**config.mk**
```make
export PLATFORM = sky130hd
export DESIGN_NAME = epoch_super_epoch_tracker_core
export DESIGN_NICKNAME = d
export VERILOG_FILES = /design/src/sv/epst_pkg.sv /design/src/sv/epst_ctrl.sv /design/src/sv/epst_dp.sv /design/src/sv/epoch_super_epoch_tracker_core.sv
export SDC_FILE = /design/constraint.sdc
export NUM_CORES = 2
export LEC_CHECK = 0
export BUFFER_PORTS_ARGS = -buffer_cell sky130_fd_sc_hd__buf_2
export CAP_MARGIN = 20
export CORE_MARGIN = 4
export CORE_UTILIZATION = 45
export DETAILED_ROUTE_END_ITERATION = 16
export RECOVER_POWER = 50
export SKIP_LAST_GASP = 1
export SLEW_MARGIN = 20
export SYNTH_ARGS = -nofsm -noshare
export SYNTH_HDL_FRONTEND = slang
export SYNTH_SLANG_ARGS = --single-unit
export TNS_END_PERCENT = 30
```
**constraint.sdc**
```tcl
create_clock -name clk -period 8 [get_ports clk]
set_clock_uncertainty 0.05 [all_clocks]
set_input_delay 0.4 -clock clk [delete_from_list [all_inputs] [get_ports clk]]
set_output_delay 0.4 -clock clk [all_outputs]
set_load 0.005 [all_outputs]
```
**src/sv/epst_pkg.sv**
```systemverilog
// Shared types and constants for the epoch / super-epoch tracker.
// Used by epst_ctrl, epst_dp and epoch_super_epoch_tracker_core; no dependencies.
package epst_pkg;

  // Default sizing
  localparam int NUM_BOARDS_DEF  = 4;
  localparam int NUM_SOURCES_DEF = 8;
  localparam int EPOCH_BITS_DEF  = 12;

  // Fixed field widths of the stream words
  localparam int ID_W     = 16;
  localparam int SRC_W    = 3;
  localparam int EPOCH_W  = 12;
  localparam int SUPER_W  = 32;
  localparam int STATUS_W = 3;
  localparam int IN_DATA_W  = 32;  // 16 + 3 + 12 = 31, padded to bytes
  localparam int OUT_DATA_W = 48;  // 12 + 32 + 3 = 47, padded to bytes

  // Configuration
  localparam int ID_REGS     = 4;
  localparam int SLOT_W      = 2;
  localparam int CFG_IDX_W   = 3;
  localparam int CFG_DATA_W  = 16;
  localparam logic [CFG_IDX_W-1:0] REG_SUPPRESS = 3'd0;
  localparam logic [CFG_IDX_W-1:0] REG_ID0      = 3'd1;
  localparam logic [CFG_IDX_W-1:0] REG_ID1      = 3'd2;
  localparam logic [CFG_IDX_W-1:0] REG_ID2      = 3'd3;
  localparam logic [CFG_IDX_W-1:0] REG_ID3      = 3'd4;

  localparam int BACKSTEP_LIMIT = 3000;

  // Item function
  localparam logic FUNC_UPDATE = 1'b0;
  localparam logic FUNC_LOOKUP = 1'b1;

  // Result status codes
  localparam logic [STATUS_W-1:0] ST_OK         = 3'd0;
  localparam logic [STATUS_W-1:0] ST_WRAP       = 3'd1;
  localparam logic [STATUS_W-1:0] ST_SUPPRESSED = 3'd2;
  localparam logic [STATUS_W-1:0] ST_MISSED     = 3'd3;
  localparam logic [STATUS_W-1:0] ST_IDENTICAL  = 3'd4;
  localparam logic [STATUS_W-1:0] ST_UNKNOWN    = 3'd5;

  // Commands from controller to datapath
  typedef struct packed {
    logic capture;  // latch input word and issue table read
    logic commit;   // evaluate, write tables, load result register
  } ctrl_cmd_t;

endpackage

```
**src/sv/epst_ctrl.sv**
```systemverilog
// Controller of the epoch tracker: two-state sequencer and result-valid flag.
// Depends on epst_pkg.
module epst_ctrl (
  input  logic               clk,
  input  logic               rst_n,
  input  logic               in_tvalid,
  output logic               in_tready,
  output logic               out_tvalid,
  input  logic               out_tready,
  output epst_pkg::ctrl_cmd_t cmd
);
  import epst_pkg::*;

  typedef enum logic [1:0] {
    S_IDLE = 2'b01,
    S_CALC = 2'b10
  } state_t;

  state_t state_r, state_nxt;
  logic   out_vld_r, out_vld_nxt;

  assign in_tready   = (state_r == S_IDLE);
  assign cmd.capture = in_tvalid && in_tready;
  // load the result only when the output register is free or being drained
  assign cmd.commit  = (state_r == S_CALC) && (!out_vld_r || out_tready);
  assign out_tvalid  = out_vld_r;

  always_comb begin
    state_nxt = state_r;
    case (state_r)
      S_IDLE: begin
        if (cmd.capture) state_nxt = S_CALC;
      end
      S_CALC: begin
        if (cmd.commit) state_nxt = S_IDLE;
      end
      default: state_nxt = S_IDLE;
    endcase
  end

  always_comb begin
    out_vld_nxt = out_vld_r;
    if (cmd.commit) out_vld_nxt = 1'b1;
    else if (out_tready) out_vld_nxt = 1'b0;
  end

  always_ff @(posedge clk) begin
    if (!rst_n) begin
      state_r   <= S_IDLE;
      out_vld_r <= 1'b0;
    end else begin
      state_r   <= state_nxt;
      out_vld_r <= out_vld_nxt;
    end
  end

`ifndef SYNTHESIS
  a_accept_to_calc: assert property (@(posedge clk) disable iff (!rst_n)
    cmd.capture |=> (state_r == S_CALC))
    else $error("accepted word did not enter evaluation");
  a_commit_shows: assert property (@(posedge clk) disable iff (!rst_n)
    cmd.commit |=> (out_vld_r && state_r == S_IDLE))
    else $error("committed result not presented");
  a_stall_holds: assert property (@(posedge clk) disable iff (!rst_n)
    (state_r == S_CALC && !cmd.commit) |=> (state_r == S_CALC && out_vld_r))
    else $error("evaluation left while output register full");
`endif
endmodule

```
**src/sv/epst_dp.sv**
```systemverilog
// Datapath of the epoch tracker: config registers, slot match, per-source tables,
// wrap detection and the result register. Depends on epst_pkg.
module epst_dp #(
  parameter int NUM_BOARDS  = epst_pkg::NUM_BOARDS_DEF,
  parameter int NUM_SOURCES = epst_pkg::NUM_SOURCES_DEF,
  parameter int EPOCH_BITS  = epst_pkg::EPOCH_BITS_DEF
) (
  input  logic                              clk,
  input  logic                              rst_n,
  input  epst_pkg::ctrl_cmd_t               cmd,
  input  logic                              cfg_we,
  input  logic [epst_pkg::CFG_IDX_W-1:0]    cfg_index,
  input  logic [epst_pkg::CFG_DATA_W-1:0]   cfg_wdata,
  input  logic                              in_func,
  input  logic [epst_pkg::ID_W-1:0]         in_equipment_id,
  input  logic [epst_pkg::SRC_W-1:0]        in_source_index,
  input  logic [epst_pkg::EPOCH_W-1:0]      in_rx_epoch,
  output logic [epst_pkg::EPOCH_W-1:0]      out_epoch_value,
  output logic [epst_pkg::SUPER_W-1:0]      out_super_epoch_value,
  output logic [epst_pkg::STATUS_W-1:0]     out_status
);
  import epst_pkg::*;

  localparam int DEPTH = NUM_BOARDS * NUM_SOURCES;
  localparam int AW    = (DEPTH > 1) ? $clog2(DEPTH) : 1;
  localparam int IW    = AW + SLOT_W + 5;
  localparam int EW    = EPOCH_BITS;
  localparam int CMPW  = ((EW > EPOCH_W) ? EW : EPOCH_W) + 1;
  localparam logic [CMPW-1:0] EP_MASK = CMPW'((65'd1 << EW) - 65'd1);

  // Configuration registers
  logic                suppress_r;
  logic [ID_W-1:0]     eq_id_r [ID_REGS];

  always_ff @(posedge clk) begin
    if (!rst_n) begin
      suppress_r <= 1'b0;
      for (int i = 0; i < ID_REGS; i++) eq_id_r[i] <= '0;
    end else if (cfg_we) begin
      case (cfg_index)
        REG_SUPPRESS: suppress_r <= cfg_wdata[0];
        REG_ID0:      eq_id_r[0] <= cfg_wdata;
        REG_ID1:      eq_id_r[1] <= cfg_wdata;
        REG_ID2:      eq_id_r[2] <= cfg_wdata;
        REG_ID3:      eq_id_r[3] <= cfg_wdata;
        default: ;
      endcase
    end
  end

  // Slot match, lowest slot wins
  logic              hit;
  logic [SLOT_W-1:0] slot;
  logic [IW-1:0]     idx_wide;
  logic [AW-1:0]     rd_addr;
  logic              known;

  always_comb begin
    hit  = 1'b0;
    slot = '0;
    for (int s = ID_REGS - 1; s >= 0; s--) begin
      if (s < NUM_BOARDS && eq_id_r[s] == in_equipment_id) begin
        hit  = 1'b1;
        slot = SLOT_W'(s);
      end
    end
    known    = hit && ({2'b00, in_source_index} < 5'(NUM_SOURCES));
    idx_wide = IW'(slot) * IW'(NUM_SOURCES) + IW'(in_source_index);
    rd_addr  = known ? idx_wide[AW-1:0] : '0;
  end

  // Per-source tables; valid bits stand in for the all-zero reset
  logic [EW-1:0]      epoch_mem [DEPTH];
  logic [EW-1:0]      prev_mem  [DEPTH];
  logic [SUPER_W-1:0] super_mem [DEPTH];
  logic [DEPTH-1:0]   vld_r;

  // Captured item and read data
  logic               func_r, known_r, rd_vld_r;
  logic [AW-1:0]      idx_r;
  logic [EW-1:0]      ep_r, rd_epoch_r, rd_prev_r;
  logic [SUPER_W-1:0] rd_super_r;

  always_ff @(posedge clk) begin
    if (cmd.capture) begin
      func_r     <= in_func;
      known_r    <= known;
      idx_r      <= rd_addr;
      ep_r       <= EW'(CMPW'(in_rx_epoch) & EP_MASK);
      rd_epoch_r <= epoch_mem[rd_addr];
      rd_prev_r  <= prev_mem[rd_addr];
      rd_super_r <= super_mem[rd_addr];
      rd_vld_r   <= vld_r[rd_addr];
    end
  end

  // Evaluate
  logic [CMPW-1:0]     ep_x, stored_x, prev_x;
  logic [SUPER_W-1:0]  super_cur, super_nxt;
  logic [STATUS_W-1:0] status_nxt;
  logic                do_write;
  logic [CMPW-1:0]     epoch_after;

  always_comb begin
    ep_x       = CMPW'(ep_r);
    stored_x   = rd_vld_r ? CMPW'(rd_epoch_r) : '0;
    prev_x     = rd_vld_r ? CMPW'(rd_prev_r) : '0;
    super_cur  = rd_vld_r ? rd_super_r : '0;
    super_nxt  = super_cur;
    status_nxt = ST_OK;
    if (ep_x + CMPW'(BACKSTEP_LIMIT) < stored_x) begin
      if (suppress_r && ep_x == prev_x) begin
        status_nxt = ST_SUPPRESSED;
      end else begin
        super_nxt  = super_cur + SUPER_W'(1);
        status_nxt = ST_WRAP;
      end
    end else if (ep_x == stored_x) begin
      status_nxt = ST_IDENTICAL;
    end else if (ep_x != stored_x + CMPW'(1)) begin
      status_nxt = ST_MISSED;
    end
    do_write    = known_r && (func_r == FUNC_UPDATE);
    epoch_after = do_write ? ep_x : stored_x;
  end

  always_ff @(posedge clk) begin
    if (cmd.commit && do_write) begin
      epoch_mem[idx_r] <= ep_r;
      prev_mem[idx_r]  <= stored_x[EW-1:0];
      super_mem[idx_r] <= super_nxt;
    end
  end

  always_ff @(posedge clk) begin
    if (!rst_n) begin
      vld_r <= '0;
    end else if (cmd.commit && do_write) begin
      vld_r[idx_r] <= 1'b1;
    end
  end

  // Result register
  logic [EPOCH_W-1:0]  res_epoch_r;
  logic [SUPER_W-1:0]  res_super_r;
  logic [STATUS_W-1:0] res_status_r;

  always_ff @(posedge clk) begin
    if (cmd.commit) begin
      if (!known_r) begin
        res_epoch_r  <= '0;
        res_super_r  <= '0;
        res_status_r <= ST_UNKNOWN;
      end else if (func_r == FUNC_LOOKUP) begin
        res_epoch_r  <= epoch_after[EPOCH_W-1:0];
        res_super_r  <= super_cur;
        res_status_r <= ST_OK;
      end else begin
        res_epoch_r  <= epoch_after[EPOCH_W-1:0];
        res_super_r  <= super_nxt;
        res_status_r <= status_nxt;
      end
    end
  end

  assign out_epoch_value       = res_epoch_r;
  assign out_super_epoch_value = res_super_r;
  assign out_status            = res_status_r;

`ifndef SYNTHESIS
  a_written_valid: assert property (@(posedge clk) disable iff (!rst_n)
    (cmd.commit && do_write) |=> vld_r[$past(idx_r)])
    else $error("table entry written but not marked valid");
  a_wrap_counts: assert property (@(posedge clk) disable iff (!rst_n)
    (cmd.commit && known_r && func_r == FUNC_UPDATE && status_nxt == ST_WRAP)
      |=> (out_super_epoch_value == $past(super_cur) + SUPER_W'(1)))
    else $error("counted wrap did not advance super epoch");
  a_unknown_zero: assert property (@(posedge clk) disable iff (!rst_n)
    (cmd.commit && !known_r) |=> (out_status == ST_UNKNOWN && out_epoch_value == '0))
    else $error("unknown link result not cleared");
`endif
endmodule

```
**src/sv/epoch_super_epoch_tracker_core.sv**
```systemverilog
// Epoch / super-epoch tracker top level: stream ports, controller and datapath.
// An accepted word is captured with its table read; once the result register is free
// it is evaluated, written back and loaded there. No new word is taken meanwhile.
// The output register lets the next word be accepted while a result waits.
// Reset (rst_n, synchronous, active low) clears config and marks all table entries zero.
// Depends on epst_pkg, epst_ctrl, epst_dp.
module epoch_super_epoch_tracker_core #(
  parameter int NUM_BOARDS  = epst_pkg::NUM_BOARDS_DEF,
  parameter int NUM_SOURCES = epst_pkg::NUM_SOURCES_DEF,
  parameter int EPOCH_BITS  = epst_pkg::EPOCH_BITS_DEF
) (
  input  logic                              clk,
  input  logic                              rst_n,
  // configuration write port
  input  logic                              cfg_we,
  input  logic [epst_pkg::CFG_IDX_W-1:0]    cfg_index,
  input  logic [epst_pkg::CFG_DATA_W-1:0]   cfg_wdata,
  // input word stream
  input  logic                              in_tvalid,
  output logic                              in_tready,
  // [15:0] equipment_id, [18:16] source_index, [30:19] received epoch, [31] zero
  input  logic [epst_pkg::IN_DATA_W-1:0]    in_tdata,
  // [0] func
  input  logic                              in_tuser,
  // result word stream
  output logic                              out_tvalid,
  input  logic                              out_tready,
  // [11:0] epoch_value, [43:12] super_epoch_value, [46:44] status, [47] zero
  output logic [epst_pkg::OUT_DATA_W-1:0]   out_tdata
);
  import epst_pkg::*;

  ctrl_cmd_t cmd;

  logic [EPOCH_W-1:0]  epoch_value;
  logic [SUPER_W-1:0]  super_epoch_value;
  logic [STATUS_W-1:0] status;

  // Sequencer: accept in idle, evaluate next cycle, hold while output is full
  epst_ctrl u_ctrl (
    .clk        (clk),
    .rst_n      (rst_n),
    .in_tvalid  (in_tvalid),
    .in_tready  (in_tready),
    .out_tvalid (out_tvalid),
    .out_tready (out_tready),
    .cmd        (cmd)
  );

  // Tables and arithmetic; unpack the input word here
  epst_dp #(
    .NUM_BOARDS  (NUM_BOARDS),
    .NUM_SOURCES (NUM_SOURCES),
    .EPOCH_BITS  (EPOCH_BITS)
  ) u_dp (
    .clk                   (clk),
    .rst_n                 (rst_n),
    .cmd                   (cmd),
    .cfg_we                (cfg_we),
    .cfg_index             (cfg_index),
    .cfg_wdata             (cfg_wdata),
    .in_func               (in_tuser),
    .in_equipment_id       (in_tdata[15:0]),
    .in_source_index       (in_tdata[18:16]),
    .in_rx_epoch           (in_tdata[30:19]),
    .out_epoch_value       (epoch_value),
    .out_super_epoch_value (super_epoch_value),
    .out_status            (status)
  );

  // Pack the result word, pad bit is zero
  assign out_tdata = {1'b0, status, super_epoch_value, epoch_value};

endmodule
```
==> impl_metrics.tcl <==
set metrics [dict create \
    endpoint "u_dp.super_mem[23][13]" \
    track_usage_pct 24.7 \
    p_comb_share_pct 3.9 \
    slowest_delay_ns 2.24 \
    place_congestion 0.841 \
    r2r_slack_ns 1.41 \
    synth_seq_area_share_pct 72.2 \
    fmax_mhz 152 \
    syn_avg_cell_area_sq_um 15.1 \
    grt_max_degree 124 \
    clkLatencyLatePin_ns 0.85 \
    setup.worst_path.start_class "flop" \
    fin_nets 5705 \
    grt_pass1_wl_um 346000 \
    root_buffer "clkbuf_16" \
    p_clk_share_pct 42.7 \
    port_buffers 104 \
    crit_top_cell "clkbuf_1" \
    timing.setup.tns_ns 0 \
    critical_path_arrival_ns 6.91 \
    reg2reg_from "u_ctrl.state_r[0]" \
    p_int_mw 17.2 \
    hold_viol_final 0 \
    syn_to_final_growth_pct 12.8 \
    power_frac_seq_pct 53.4 \
    cts_max_path_buffers 3 \
    drc 0 \
    worstPathMaxFanout 49 \
    ir_drop_mv 0.165 \
    min_period_over_period_pct 82.4 \
    sw_frac_of_total_pct 21.2 \
    die_w_um 438 \
    initial_utilization_pct 45.4 \
    antenna_found_initial 5 \
    drt-vias-per-instance 6.10 \
    fill_cells 15057 \
    p_leak_nw 31.3 \
    hold_start "rst_n" \
    crit_path_end_kind "flop" \
    ff2ff_path_depth 7 \
    synthesis.nets 5605 \
    slew_headroom_pct -200 \
    p_sw_mw 4.63 \
    powerDensity_mw_per_mm2 233 \
    cts_resized 0 \
    synth_area_sq_mm 0.0833 \
    yosys_warnings 0 \
    num_vias 50427 \
    async_reset_ff_share_pct 0 \
    drt_iter0_drc 6279 \
    rows 157 \
    crit_buf_inv 2 \
    synth_largest_area_cell "edfxtp_1" \
    ios 107 \
    required_ns 8.32 \
    dieArea_sq_mm 0.192 \
    h-tree-depth 4 \
    cp_top_family "buffers and inverters" \
    synth-main-ff-cell "edfxtp_1" \
    worstSetupStartpoint "u_ctrl.state_r[0]" \
    timing.rr.end "u_dp.super_mem[23][13]" \
    synth_edf_count 1979 \
    finalMaxSlewViolations 1233 \
    dp_hpwl_um 126000 \
    yosysTopAreaCellShare_pct 71.3 \
    status "finished, violations left" \
    cts_made_buffers 204 \
    synth_cell_type_count 80 \
    clkTransAtPathRegs_ns 0.06 \
    maxCapViolations 39 \
    setup_viol 0 \
    cp_cell_sequence "nand2b_1 > nor2b_4 > clkbuf_1 > and4b_1 > nand2_1 > nor2_4 > clkbuf_1" \
    min_path_type "input pin to flop" \
    cp.depth 7 \
    whs_ns 0.182 \
    grt_setup_unrepaired "no" \
    violations "max-capacitance violations, max-slew violations" \
    cpMaxStageDelayCell "clkbuf_1" \
    fin_crit_ns 6.59 \
    drive_above_1_share_pct 12.8 \
    core_area_sq_mm 0.184 \
    clock-sinks 2015 \
    antenna_left 0 \
    wire_per_inst_um 29.2 \
    yosys-top-cells-area "edfxtp_1 71%, mux2i_1 6.4%, nor2_1 1.8%" \
    synth_cells 5533 \
    path_class "flop to flop" \
    tightest_slew_ns 4.50 \
    die_y_um 438 \
    grt_pass1_vias 48966 \
    ys_ff_latch 2015 \
    grt-ovfl-total 0 \
    drt_first_pass_iters 6 \
    pre_cts_slack_ns 2.49 \
    wirelength_um 242000 \
    cts_tree "built" \
    design_power_total_mw 21.9 \
    fin_ws_ns 1.41 \
]
[per-stage QoR]
stage               cell area (sq um)  util, %  instances
finish                          94000     51.2       8269
global route                    94000     51.2       8268
CTS                             94300     51.3       8266
detailed placement              87400     47.6       7858
global placement                87300     47.5       7852
floorplan                       83300        -       5533
[registers in the layout, indices dropped and copies added (netlist names), 12 cells and up]
signal                      cells
u_dp.ep_r                      12
u_dp.epoch_mem                384
u_dp.eq_id_r                   64
u_dp.out_epoch_value           12
u_dp.out_super_epoch_value     32
u_dp.prev_mem                 384
u_dp.rd_epoch_r                12
u_dp.rd_prev_r                 12
u_dp.rd_super_r                32
u_dp.super_mem               1024
u_dp.vld_r                     32
[cell usage after synthesis (all sizes together), types with 5 or more instances]
| master | n |
|---|---|
| and2 | 80 |
| o2111ai | 57 |
| or4 | 63 |
| a2bb2oi | 56 |
| xor2 | 16 |
| o21a | 6 |
| nand3b | 10 |
| o211ai | 58 |
| and3 | 5 |
| a211o | 57 |
| o21ai | 130 |
| a21oi | 237 |
| clkbuf | 305 |
| or3 | 65 |
| dfxtp | 36 |
| mux2i | 534 |
| o221ai | 56 |
| nand2 | 250 |
| buf | 98 |
| nor3 | 76 |
| o31ai | 7 |
| ha | 15 |
| a221oi | 114 |
| nand4 | 90 |
| or2 | 65 |
| nor2 | 393 |
| o41ai | 63 |
| nor2b | 65 |
| inv | 84 |
| edfxtp | 1979 |
| nand2b | 12 |
| mux2 | 115 |
| nor4 | 18 |
| xnor2 | 106 |
| a22o | 58 |
| o311ai | 8 |
| nand3 | 39 |
| a31oi | 58 |
[routing by layer]
layer | GRT usage [%] | up-vias | share of wire, %
met4 | 8.52 | 0 | 3.5
met3 | 3.84 | 437 | 8.2
met1 | 34.8 | 25843 | 42
met2 | 39.2 | 2346 | 46
li1 | - | 21801 | -
met5 | 0 | - | 0
[power groups by stage]
stage	clock network [mW]	registers [mW]	logic, mW
3_5_place_dp	0	11.9	0.842
2_1_floorplan	0	11.9	0.534
3_3_place_gp	0	11.9	0.828
4_1_cts	9.47	11.7	0.857
6_report	9.33	11.7	0.854
5_1_grt	9.92	11.7	0.914
[logic make-up after synthesis]
family          Yosys count  share of synthesized area, %
fa+ha+maj                15                         0.225
flops                  2015                          72.2
simple gates           1245                          7.50
buf+inv                 489                          2.29
xor+xnor                123                          1.31
other cells               1                       0.00450
mux                     650                          7.99
compound gates          995                          8.51
[layout by cell type, fill, tap and decap left out, types with 59 or more instances in the layout]
cell type and instances:
edfxtp_1 1979, mux2i_1 532, nor2_1 367, nand2_1 250, a21oi_1 234, clkbuf_16 208
clkbuf_1 132, o21ai_0 128, mux2_2 115, a221oi_1 114, buf_4 103, xnor2_1 89
nand4_1 89, inv_1 80, nor3_1 76, or3_1 65, nor2b_1 64, or2_2 63
or4_1 62, buf_2 62, o41ai_1 59
[tightest hold or removal path: stages]
cell and delay [ns]:
buf_2 0.13, inv_1 0.05, buf_4 0.27, nor2_1 0.15
[how the worst min path moves through the flow]
stage | endpoint | cells after the start
final | u_dp.vld_r[27] | 4
after global routing | u_dp.vld_r[13] | 4
after CTS | u_dp.eq_id_r[0][12] | 3
after detailed placement | u_dp.vld_r[11] | 2
after global placement | u_dp.vld_r[11] | 2
after floorplan | u_dp.suppress_r | 2
[layout make-up]
class	instances	area, sq um	share of cell area [%]
clock inverters	100	943	1.00
flip-flops and latches	2015	60100	64.0
inverters	86	332	0.353
multi-input cells	3029	21900	23.3
clock buffers	276	5560	5.91
well taps	2464	3080	3.28
diodes	2	5.00	0.00532
repair buffers	297	2060	2.19
[timing repair]
| action | CTS | global route |
|---|---|---|
| endpoints found under the setup margin | 0 | 0 |
| setup buffers | 0 | 0 |
| endpoints found under the hold margin | 81 | 0 |
| hold buffers | 32 | 0 |
Note: power is estimated with default switching activity, not from simulation.
